File: src/design/at_command_parser_macros.svh
// assertion macros for the at command parser
// expects clk and arst_n in the scope of each use
`ifndef AT_COMMAND_PARSER_MACROS_SVH
`define AT_COMMAND_PARSER_MACROS_SVH

// same-cycle implication, checked out of reset
`define ATCP_ASSERT_IMPLY(label, ante, cons, msg) \
	label: assert property (@(posedge clk) disable iff (!arst_n) (ante) |-> (cons)) \
		else $error(msg);

// next-cycle implication, checked out of reset
`define ATCP_ASSERT_NEXT(label, ante, cons, msg) \
	label: assert property (@(posedge clk) disable iff (!arst_n) (ante) |=> (cons)) \
		else $error(msg);

`endif

File: src/design/atcp_pkg.sv
// shared types and constants for the at command parser
// no dependencies
`timescale 1ns / 1ps

package atcp_pkg;

	// command buffer size and counter widths
	localparam int BUF_BYTES = 64;
	localparam int FILL_W    = 7;
	localparam int INDEX_W   = 6;
	localparam int COUNT_W   = 5;
	localparam logic [COUNT_W-1:0] TOKEN_MAX = 5'd31;

	// body positions of interest
	localparam logic [FILL_W-1:0] POS_LETTER_ONE = 7'd3;
	localparam logic [FILL_W-1:0] POS_LETTER_TWO = 7'd4;
	localparam logic [FILL_W-1:0] POS_SIXTH      = 7'd5;

	// characters
	localparam logic [7:0] CH_A     = 8'h41;
	localparam logic [7:0] CH_T     = 8'h54;
	localparam logic [7:0] CH_PLUS  = 8'h2B;
	localparam logic [7:0] CH_SEMI  = 8'h3B;
	localparam logic [7:0] CH_EQ    = 8'h3D;
	localparam logic [7:0] CH_COMMA = 8'h2C;
	localparam logic [7:0] CH_LF    = 8'h0A;
	localparam logic [7:0] CH_NUL   = 8'h00;

	typedef enum logic [1:0] {
		ST_OK       = 2'd0,
		ST_UNKNOWN  = 2'd1,
		ST_PARAM    = 2'd2,
		ST_OVERFLOW = 2'd3
	} status_t;

	typedef enum logic [1:0] {
		KIND_NONE  = 2'd0,
		KIND_SEMI  = 2'd1,
		KIND_EQ    = 2'd2,
		KIND_OTHER = 2'd3
	} sixth_kind_t;

	// collection state, all zero when empty
	typedef struct packed {
		logic                collecting;
		logic [FILL_W-1:0]   fill_count;
		logic                first_is_a;
		logic                second_is_t;
		logic                prefix_exact;
		logic [7:0]          letter_one;
		logic [7:0]          letter_two;
		sixth_kind_t         sixth_kind;
		logic                inside_token;
		logic [COUNT_W-1:0]  token_total;
	} parser_state_t;

	// lookup result from the command table
	typedef struct packed {
		logic               hit;
		logic [INDEX_W-1:0] index;
	} cmd_lookup_t;

endpackage

File: src/design/at_command_parser.sv
// at command parser top level: stream in bytes, one status result per command
// depends on atcp_pkg, atcp_cmd_table and at_command_parser_macros.svh
// a ';' byte accepted at s_tdata passes through the input register and then the result register to m_tvalid
// throughput: one byte per cycle; the input register and result register overlap
// a byte waits in the input register only while a finished result is not yet taken
// reset: arst_n clears the collection state and both valid flags, no result pending
`timescale 1ns / 1ps
`include "at_command_parser_macros.svh"

module at_command_parser (
	input  logic        clk,
	input  logic        arst_n,
	input  logic        s_tvalid,
	output logic        s_tready,
	input  logic [7:0]  s_tdata,   // [7:0] rx_byte
	output logic        m_tvalid,
	input  logic        m_tready,
	output logic [15:0] m_tdata    // [1:0] result_status, [7:2] command_index,
	                               // [12:8] param_count, [15:13] zero
);

	logic                     valid_s1;
	logic [7:0]               rx_s1;
	atcp_pkg::parser_state_t  state_q;
	atcp_pkg::parser_state_t  state_nxt;
	atcp_pkg::cmd_lookup_t    lookup;
	logic                     out_free;
	logic                     advance;
	logic                     full;
	logic                     emit;
	atcp_pkg::status_t        res_status;
	logic [atcp_pkg::INDEX_W-1:0] res_index;
	logic [atcp_pkg::COUNT_W-1:0] res_count;
	logic                     m_valid_q;
	logic [15:0]              m_data_q;

	// handshake: the input register moves on whenever the result slot is free
	assign out_free = !m_valid_q || m_tready;
	assign advance  = valid_s1 && out_free;
	assign s_tready = !valid_s1 || out_free;
	assign full     = state_q.fill_count >= atcp_pkg::FILL_W'(atcp_pkg::BUF_BYTES);

	// input register
	always_ff @(posedge clk or negedge arst_n) begin
		if (!arst_n) begin
			valid_s1 <= 1'b0;
		end else if (s_tready) begin
			valid_s1 <= s_tvalid;
		end
	end

	always_ff @(posedge clk) begin
		if (s_tvalid && s_tready) begin
			rx_s1 <= s_tdata;
		end
	end

	// name lookup on the stored letters
	atcp_cmd_table u_cmd_table (
		.letter_one (state_q.letter_one),
		.letter_two (state_q.letter_two),
		.lookup     (lookup)
	);

	// per-byte state update and result
	always_comb begin
		state_nxt  = state_q;
		emit       = 1'b0;
		res_status = atcp_pkg::ST_OK;
		res_index  = '0;
		res_count  = '0;
		if (!state_q.collecting) begin
			// prefix stage
			case (rx_s1)
				atcp_pkg::CH_A: begin
					if (full) begin
						state_nxt = '0;
					end else begin
						if (state_q.fill_count == 7'd0) state_nxt.first_is_a = 1'b1;
						if (state_q.fill_count == 7'd1) state_nxt.second_is_t = 1'b0;
						state_nxt.fill_count = state_q.fill_count + 7'd1;
					end
				end
				atcp_pkg::CH_T: begin
					if (!state_q.first_is_a || full) begin
						state_nxt = '0;
					end else begin
						if (state_q.fill_count == 7'd1) state_nxt.second_is_t = 1'b1;
						state_nxt.fill_count = state_q.fill_count + 7'd1;
					end
				end
				atcp_pkg::CH_PLUS: begin
					if (!state_q.second_is_t || full) begin
						state_nxt = '0;
					end else begin
						state_nxt.prefix_exact = (state_q.fill_count == 7'd2);
						state_nxt.fill_count   = state_q.fill_count + 7'd1;
						state_nxt.collecting   = 1'b1;
					end
				end
				default: state_nxt = '0;
			endcase
		end else if (rx_s1 == atcp_pkg::CH_NUL || rx_s1 == atcp_pkg::CH_LF) begin
			// skipped in the body
		end else if (full) begin
			// buffer full: only ';' ends the command, as overflow
			if (rx_s1 == atcp_pkg::CH_SEMI) begin
				emit       = 1'b1;
				res_status = atcp_pkg::ST_OVERFLOW;
				state_nxt  = '0;
			end
		end else begin
			// place the byte at its position
			if (state_q.fill_count == atcp_pkg::POS_LETTER_ONE) begin
				state_nxt.letter_one = rx_s1;
			end else if (state_q.fill_count == atcp_pkg::POS_LETTER_TWO) begin
				state_nxt.letter_two = rx_s1;
			end else if (state_q.fill_count == atcp_pkg::POS_SIXTH) begin
				if (rx_s1 == atcp_pkg::CH_SEMI) begin
					state_nxt.sixth_kind = atcp_pkg::KIND_SEMI;
				end else if (rx_s1 == atcp_pkg::CH_EQ) begin
					state_nxt.sixth_kind = atcp_pkg::KIND_EQ;
				end else begin
					state_nxt.sixth_kind = atcp_pkg::KIND_OTHER;
				end
			end else if (state_q.fill_count > atcp_pkg::POS_SIXTH) begin
				if (rx_s1 == atcp_pkg::CH_COMMA) begin
					state_nxt.inside_token = 1'b0;
				end else if (!state_q.inside_token) begin
					state_nxt.inside_token = 1'b1;
					if (state_q.token_total != atcp_pkg::TOKEN_MAX) begin
						state_nxt.token_total = state_q.token_total + 5'd1;
					end
				end
			end
			state_nxt.fill_count = state_q.fill_count + 7'd1;

			// ';' closes the command; a ';' in a letter slot never names a command
			if (rx_s1 == atcp_pkg::CH_SEMI) begin
				emit = 1'b1;
				if (state_q.prefix_exact && lookup.hit &&
				    state_q.fill_count >= atcp_pkg::POS_SIXTH) begin
					if (state_q.fill_count == atcp_pkg::POS_SIXTH) begin
						res_index = lookup.index;
					end else if (state_q.sixth_kind == atcp_pkg::KIND_EQ) begin
						res_index = lookup.index;
						res_count = state_nxt.token_total;
					end else begin
						res_status = atcp_pkg::ST_PARAM;
					end
				end else begin
					res_status = atcp_pkg::ST_UNKNOWN;
				end
				state_nxt = '0;
			end
		end
	end

	// collection state
	always_ff @(posedge clk or negedge arst_n) begin
		if (!arst_n) begin
			state_q <= '0;
		end else if (advance) begin
			state_q <= state_nxt;
		end
	end

	// result register
	always_ff @(posedge clk or negedge arst_n) begin
		if (!arst_n) begin
			m_valid_q <= 1'b0;
		end else if (out_free) begin
			m_valid_q <= advance && emit;
		end
	end

	always_ff @(posedge clk) begin
		if (advance && emit) begin
			m_data_q <= {3'b000, res_count, res_index, res_status};
		end
	end

	assign m_tvalid = m_valid_q;
	assign m_tdata  = m_data_q;

	// checks
	`ATCP_ASSERT_IMPLY(a_collect_fill, state_q.collecting, state_q.fill_count >= 7'd3, "body running with short prefix")
	`ATCP_ASSERT_IMPLY(a_fill_bound, 1'b1, state_q.fill_count <= atcp_pkg::FILL_W'(atcp_pkg::BUF_BYTES), "fill count past buffer size")
	`ATCP_ASSERT_IMPLY(a_idle_clean, !state_q.collecting, state_q.token_total == 5'd0 && state_q.sixth_kind == atcp_pkg::KIND_NONE, "body state left over in prefix stage")
	`ATCP_ASSERT_IMPLY(a_fail_zero, m_tvalid && m_tdata[1:0] != atcp_pkg::ST_OK, m_tdata[12:2] == 11'd0, "failed result with nonzero index or count")
	`ATCP_ASSERT_NEXT(a_result_from_semi, !m_tvalid && m_valid_q == 1'b0 && !(advance && emit), !m_tvalid, "result without a closing byte")

endmodule

File: src/design/atcp_cmd_table.sv
// two-letter command name table, case sensitive, 38 entries
// depends on atcp_pkg
`timescale 1ns / 1ps

module atcp_cmd_table (
	input  logic [7:0]             letter_one,
	input  logic [7:0]             letter_two,
	output atcp_pkg::cmd_lookup_t  lookup
);

	// decode the name pair to its table position
	always_comb begin
		lookup.hit   = 1'b1;
		lookup.index = '0;
		unique case ({letter_one, letter_two})
			"SD": lookup.index = 6'd0;
			"II": lookup.index = 6'd1;
			"GX": lookup.index = 6'd2;
			"GY": lookup.index = 6'd3;
			"DO": lookup.index = 6'd4;
			"DF": lookup.index = 6'd5;
			"SC": lookup.index = 6'd6;
			"SB": lookup.index = 6'd7;
			"SP": lookup.index = 6'd8;
			"WP": lookup.index = 6'd9;
			"cs": lookup.index = 6'd10;
			"fs": lookup.index = 6'd11;
			"sf": lookup.index = 6'd12;
			"gf": lookup.index = 6'd13;
			"sb": lookup.index = 6'd14;
			"gb": lookup.index = 6'd15;
			"dp": lookup.index = 6'd16;
			"dl": lookup.index = 6'd17;
			"dr": lookup.index = 6'd18;
			"dc": lookup.index = 6'd19;
			"dR": lookup.index = 6'd20;
			"fr": lookup.index = 6'd21;
			"fc": lookup.index = 6'd22;
			"fR": lookup.index = 6'd23;
			"ps": lookup.index = 6'd24;
			"pi": lookup.index = 6'd25;
			"pf": lookup.index = 6'd26;
			"sF": lookup.index = 6'd27;
			"gF": lookup.index = 6'd28;
			"gX": lookup.index = 6'd29;
			"gY": lookup.index = 6'd30;
			"dB": lookup.index = 6'd31;
			"DT": lookup.index = 6'd32;
			"ED": lookup.index = 6'd33;
			"EW": lookup.index = 6'd34;
			"FW": lookup.index = 6'd35;
			"gt": lookup.index = 6'd36;
			"DB": lookup.index = 6'd37;
			default: lookup.hit = 1'b0;
		endcase
	end

endmodule

File: config.mk
export PLATFORM = sky130hd
export DESIGN_NAME = at_command_parser
export DESIGN_NICKNAME = d
export VERILOG_FILES = /design/src/design/atcp_pkg.sv /design/src/design/at_command_parser.sv /design/src/design/atcp_cmd_table.sv
export VERILOG_INCLUDE_DIRS = /design/src /design/src/design
export SDC_FILE = /design/constraint.sdc
export NUM_CORES = 1
export LEC_CHECK = 0
export BUFFER_PORTS_ARGS = -buffer_cell sky130_fd_sc_hd__buf_2
export CORE_MARGIN = 2
export CORE_UTILIZATION = 61
export DETAILED_ROUTE_END_ITERATION = 12
export GPL_ROUTABILITY_DRIVEN = 0
export GPL_TIMING_DRIVEN = 1
export PLACE_DENSITY_LB_ADDON = 0.1
export SYNTH_ARGS = -nofsm -noshare
export SYNTH_HDL_FRONTEND = slang
export SYNTH_HIERARCHICAL = 1
export SYNTH_SLANG_ARGS = --single-unit
export TNS_END_PERCENT = 10
File: constraint.sdc
create_clock -name clk -period 3.5 [get_ports clk]
set_clock_uncertainty 0.15 [all_clocks]
set_input_delay 0.35 -clock clk [delete_from_list [all_inputs] [get_ports clk]]
set_output_delay 0.35 -clock clk [all_outputs]
set_load 0.02 [all_outputs]
# Yosys cells after proc, flatten, opt, wreduce, memory -nomap -nowiden
# Cells that the tools add are included.
dict set report totals {
  word_cells 166
  register_bits 58
  output_inout_bits 18
  in_bits 12
}
dict set report op_classes {
  muxes 44
  reduce_logical 29
  eq_ne 68
  magnitude_cmp 3
  n_addsub 2
  bitwise 4
}
# op count
set op_table {}
lappend op_table {{== test 16 x 15 -> 1 bit, second input constant} 38}
lappend op_table {{case mux 6 bit (37 select lines)} 1}
lappend op_table {{two-way mux 35 bit} 5}
lappend op_table {{case mux 35 bit (3 select lines)} 1}
lappend op_table {{two-way mux 25 bit} 2}
lappend op_table {{OR reduction 38 bit} 1}
lappend op_table {{== test 8 x 6 -> 1 bit, second input constant} 4}
lappend op_table {{two-way mux 8 bit} 4}
lappend op_table {{two-way mux 24 bit} 1}
lappend op_table {{two-way mux 6 bit} 4}
lappend op_table {{inequality test 3 bit, second input constant} 6}
lappend op_table {{AND reduction 6 bit} 3}
lappend op_table {{== test 8 x 7 -> 1 bit, second input constant} 2}
lappend op_table {{two-way mux 16 bit} 1}
lappend op_table {{two-way mux 2 bit} 8}
lappend op_table {{two-way mux 5 bit} 3}
lappend op_table {{== test 7 x 2 -> 1 bit, second input constant} 2}
lappend op_table {{== test 7 x 3 -> 1 bit, second input constant} 2}
lappend op_table {{two-way mux 1 bit} 12}
lappend op_table {{inequality test 3 x 1 -> 1 bit, second input constant} 4}
lappend op_table {{inequality test 4 bit, second input constant} 3}
lappend op_table {{AND reduction 10 bit} 1}
lappend op_table {{two-way mux 9 bit} 1}
lappend op_table {{AND reduction 9 bit} 1}
lappend op_table {{other kinds (26)} 40}

# Depth between registers and ports, before layout
dict set report logic_depth {
  depth_word 12
  mapped_depth 12
  mapped_depth_nobuf 10
}

# Modules after synthesis
# Netlist, hierarchy kept.
# mod seq_area_each_um2 area_each_um2 cells_each instances
set modules_own_cells {}
lappend modules_own_cells {at_command_parser 1556.5 2964.1 287 1}
lappend modules_own_cells {atcp_cmd_table 0.0 1099.8 148 1}

# Least setup slack after synthesis
# No wires, ideal clock.
dict set report synth_timing {
  kind {register to register}
  start {reg state_q[12] (netlist bit)}
  end {reg m_data_q[10] (netlist: m_tdata[10]), data pin}
  path_slack_ns 0.626
  path_buffers 1
  synth_period_minus_slack_ns 2.874
  t_required_ns 3.183
  arrival_ns 2.557
  path_stages_with_launch 12
  cell_sequence {dfrtp_1 buf_6 nor4b_4 nand2_1 o31ai_1 a221oi_1 nand4_1 nand2_1 a311oi_1 nand3_1 or3_1 a211oi_1}
}
# element line_no
set synth_lines {}
lappend synth_lines {{start: declaration} at_command_parser.sv:24} ;# atcp_pkg::parser_state_t state_q;
lappend synth_lines {{start signal: assignment} at_command_parser.sv:164} ;# state_q <= state_nxt;
lappend synth_lines {{end signal: assignment} at_command_parser.sv:179} ;# m_data_q <= {3'b000, res_count, res_index, res_status};
lappend synth_lines {{end: declaration} at_command_parser.sv:35} ;# logic [15:0] m_data_q;

==> impl_metrics.json <==
{
  "cts_tree": "yes",
  "portBuffers": 26,
  "worst_pin_slew_ps": 908,
  "synth_area_per_cell_sq_um": 9.34,
  "path_common_cell": "nand4_1",
  "crit_path_start_kind": "flip-flop",
  "synth_top_area_frac": 0.228,
  "grt_pass1_vias": 3391,
  "rows": 29,
  "ff2ff_path_depth": 11,
  "cp_slowest_cell": "dfrtp_1",
  "htreeDepth": 3,
  "grt_start_max_net_pins": 38,
  "cts_buffers": 9,
  "r2r_start": "state_q[12]$_DFFE_PN0P_",
  "yosys_warnings": 6,
  "wl_per_cell_um": 18.5,
  "gr-usage-all-layers": 0.286,
  "status": "finished, final reports clean",
  "synth-edff-count": 21,
  "synth_flop_cell": "dfrtp_1",
  "hp-class": "in2reg",
  "synth_cell_types": 84,
  "crit_path_end": "m_tdata[10]$_SDFFCE_PP0P_",
  "wl_um": 10100,
  "clk_root_buffer_cell": "clkbuf_8",
  "maxSlewViolCount": 0,
  "drc_errors": 0,
  "n_antenna_cell": 0,
  "worstPathRequired_ps": 3510,
  "die_area_sq_um": 7330,
  "core_sq_um": 6390,
  "hpwl_um": 7140,
  "arrival_ps": 3340,
  "antenna_found_initial": 0,
  "die_w_um": 85.6,
  "setup_viol": 0,
  "start_util": 0.636,
  "ant_nets": 0,
  "vias": 3702,
  "setup_tns_ps": 0,
  "synth-async-reset-ratio": 0.638,
  "clkTransAtPathRegs_ps": 70,
  "area_growth_pct": 10.7,
  "endpoint_kind": "flip-flop",
  "via_per_inst": 6.81,
  "overflow": 0,
  "placed_cell_area_sq_um": 4230,
  "synth_common_cells": "nand2_1, dfrtp_1, nor2_1, o21ai_0, edfxtp_1",
  "nets": 479,
  "regToRegSetupSlack_ps": 170,
  "clkSinkCount": 58,
  "pin_count": 30,
  "fin_crit_sh": 0.951,
  "grt_pass1_wl_um": 16600,
  "power-per-cell-area_nw_per_um2": 341,
  "crit_type": "reg2reg",
  "drtPass1Iterations": 5,
  "synth_area_sq_um": 4060,
  "synth.largest_area_cell": "dfrtp_1",
  "period_minus_slack_ps": 3330,
  "yosysMostFrequentCell": "nand2_1",
  "final-hold-violation-count": 0,
  "crit_fanout": 11,
  "clock_path_buffers": 2,
  "crit_start": "state_q[12]$_DFFE_PN0P_",
  "layout-drive-gt1-share": 0.186,
  "grt_setup_unrepaired": "no",
  "synth.area.top_cells": "dfrtp_1, edfxtp_1, nand2_1, o21ai_0, o31ai_1",
  "clk_latency_ps": 340,
  "ir_drop_v": 0.000299,
  "cp_cell_sequence": "nor4bb_1 > buf_4 > nand4_1 > o32ai_2 > nor3_2 > nand4_1 > nand2_1 > a311oi_1 > nand3_1 > or3_1 > a211oi_1",
  "slowest_delay_ps": 620,
  "die_h_um": 85.6,
  "design_area_sq_um": 4500,
  "drt_iter0_markers": 354,
  "p_leak_nw": 1.58,
  "synth_cells": 435,
  "fmax_ghz": 0.301,
  "max_slew_margin": 0.392,
  "maxCapViolations": 0,
  "ys_seq_area_frac": 0.383,
  "ys_seq_elements": 58,
  "r2r-end": "m_tdata[10]$_SDFFCE_PP0P_"
}
[cell type report]
cell class	count	area (sq um)
clock inverters	5	103
clock buffers	11	131
multi-input cells	335	2290
repair buffers	44	268
inverters	14	52.6
flip-flops and latches	58	1560
well taps	77	96.3
fillers	487	1890
[logic make-up (layout without fill, tap and decap cells)]
logic type,count (synthesis),count (layout),synth area share
simple gates,202,202,0.310
compound gates,114,114,0.203
flops,58,58,0.383
buf+inv,44,74,0.0613
xor+xnor,6,6,0.0129
fa+ha+maj,5,5,0.0154
mux,5,5,0.0135
other cells,1,3,0.000923
[timing repair]
item / in CTS / in global routing
hold buffers: 1 / 0
gates resized for setup: 0 / 7
setup endpoints to repair: 0 / 11
endpoints found under the hold margin: 37 / 0
buffers inserted: 0 / 0
[sequential cells by signal (all words and copies together) (netlist names)]
| signal | count |
|---|---|
| m_tdata | 13 |
| m_tvalid | 1 |
| valid_s1 | 1 |
| state_q | 35 |
| rx_s1 | 8 |
[how the worst min path moves through the flow]
stage | start | endpoint | slack, ps | cells past startpoint
3_3_place_gp | state_q[6]$_DFFE_PN0P_ | state_q[6]$_DFFE_PN0P_ | 310 | 1
6_report | s_tdata[2] | rx_s1[2]$_DFFE_PP_ | 30 | 1
2_1_floorplan | arst_n | m_tvalid$_DFFE_PN0P_ | -100 | 0
3_5_place_dp | state_q[6]$_DFFE_PN0P_ | state_q[6]$_DFFE_PN0P_ | 330 | 1
5_1_grt | s_tdata[2] | rx_s1[2]$_DFFE_PP_ | 20 | 1
4_1_cts | s_tdata[2] | rx_s1[2]$_DFFE_PP_ | 20 | 1
[worst max-delay path: cells and delay by family (launching register included)]
kind                   cells  cell delay [ps]
AND/OR/NAND/NOR            7             1280
AO/OA/AOI/OAI              3              850
flip-flops                 1              620
buffers and inverters      1              240
[per-layer routing]
metal	vias to the layer above	GRT usage	wire length, um
met4	0	0.139	318
met1	1741	0.408	4400
li1	1709	-	-
met2	207	0.409	4420
met3	45	0.0712	929
met5	-	0	0
[layout by cell type (no fill, tap or decap), drive strengths merged, types with 3 or more instances in the layout]
cell	count
a31oi	3
o31ai	16
inv	14
and3	5
nand3	17
nor4bb	6
nand2	49
or3	5
nor4b	9
o21ai	29
and4b	5
a21oi	18
dfrtp	37
xor2	3
nor4	7
nor3b	7
nand2b	5
conb	3
o32ai	3
nand4	10
xnor2	3
nor2	29
o211ai	3
o22ai	4
ha	5
buf	43
and2	9
a22oi	4
bufinv	3
mux2i	4
and4bb	3
o41ai	3
nand4b	7
edfxtp	21
clkbuf	11
nor3	12
nor2b	6
[where the power goes]
part	switching, mW	total, mW	internal (mW)
combinational	0.0391	0.0611	0.0220
clock	0.266	0.739	0.472
sequential	0.0193	0.733	0.713
total	0.325	1.53	1.21
[per-stage QoR]
stage	cells	hold slack, ps	total power [mW]	setup slack (ps)	util
finish	544	35.0	1.53	172	0.705
CTS	544	19.9	1.55	120	0.700
detailed placement	527	326	0.805	171	0.662
global placement	527	314	0.803	325	0.662
global route	544	19.1	1.58	16.0	0.705
floorplan	437	-95.6	0.782	626	-
Power figures use the tool's default switching activity.
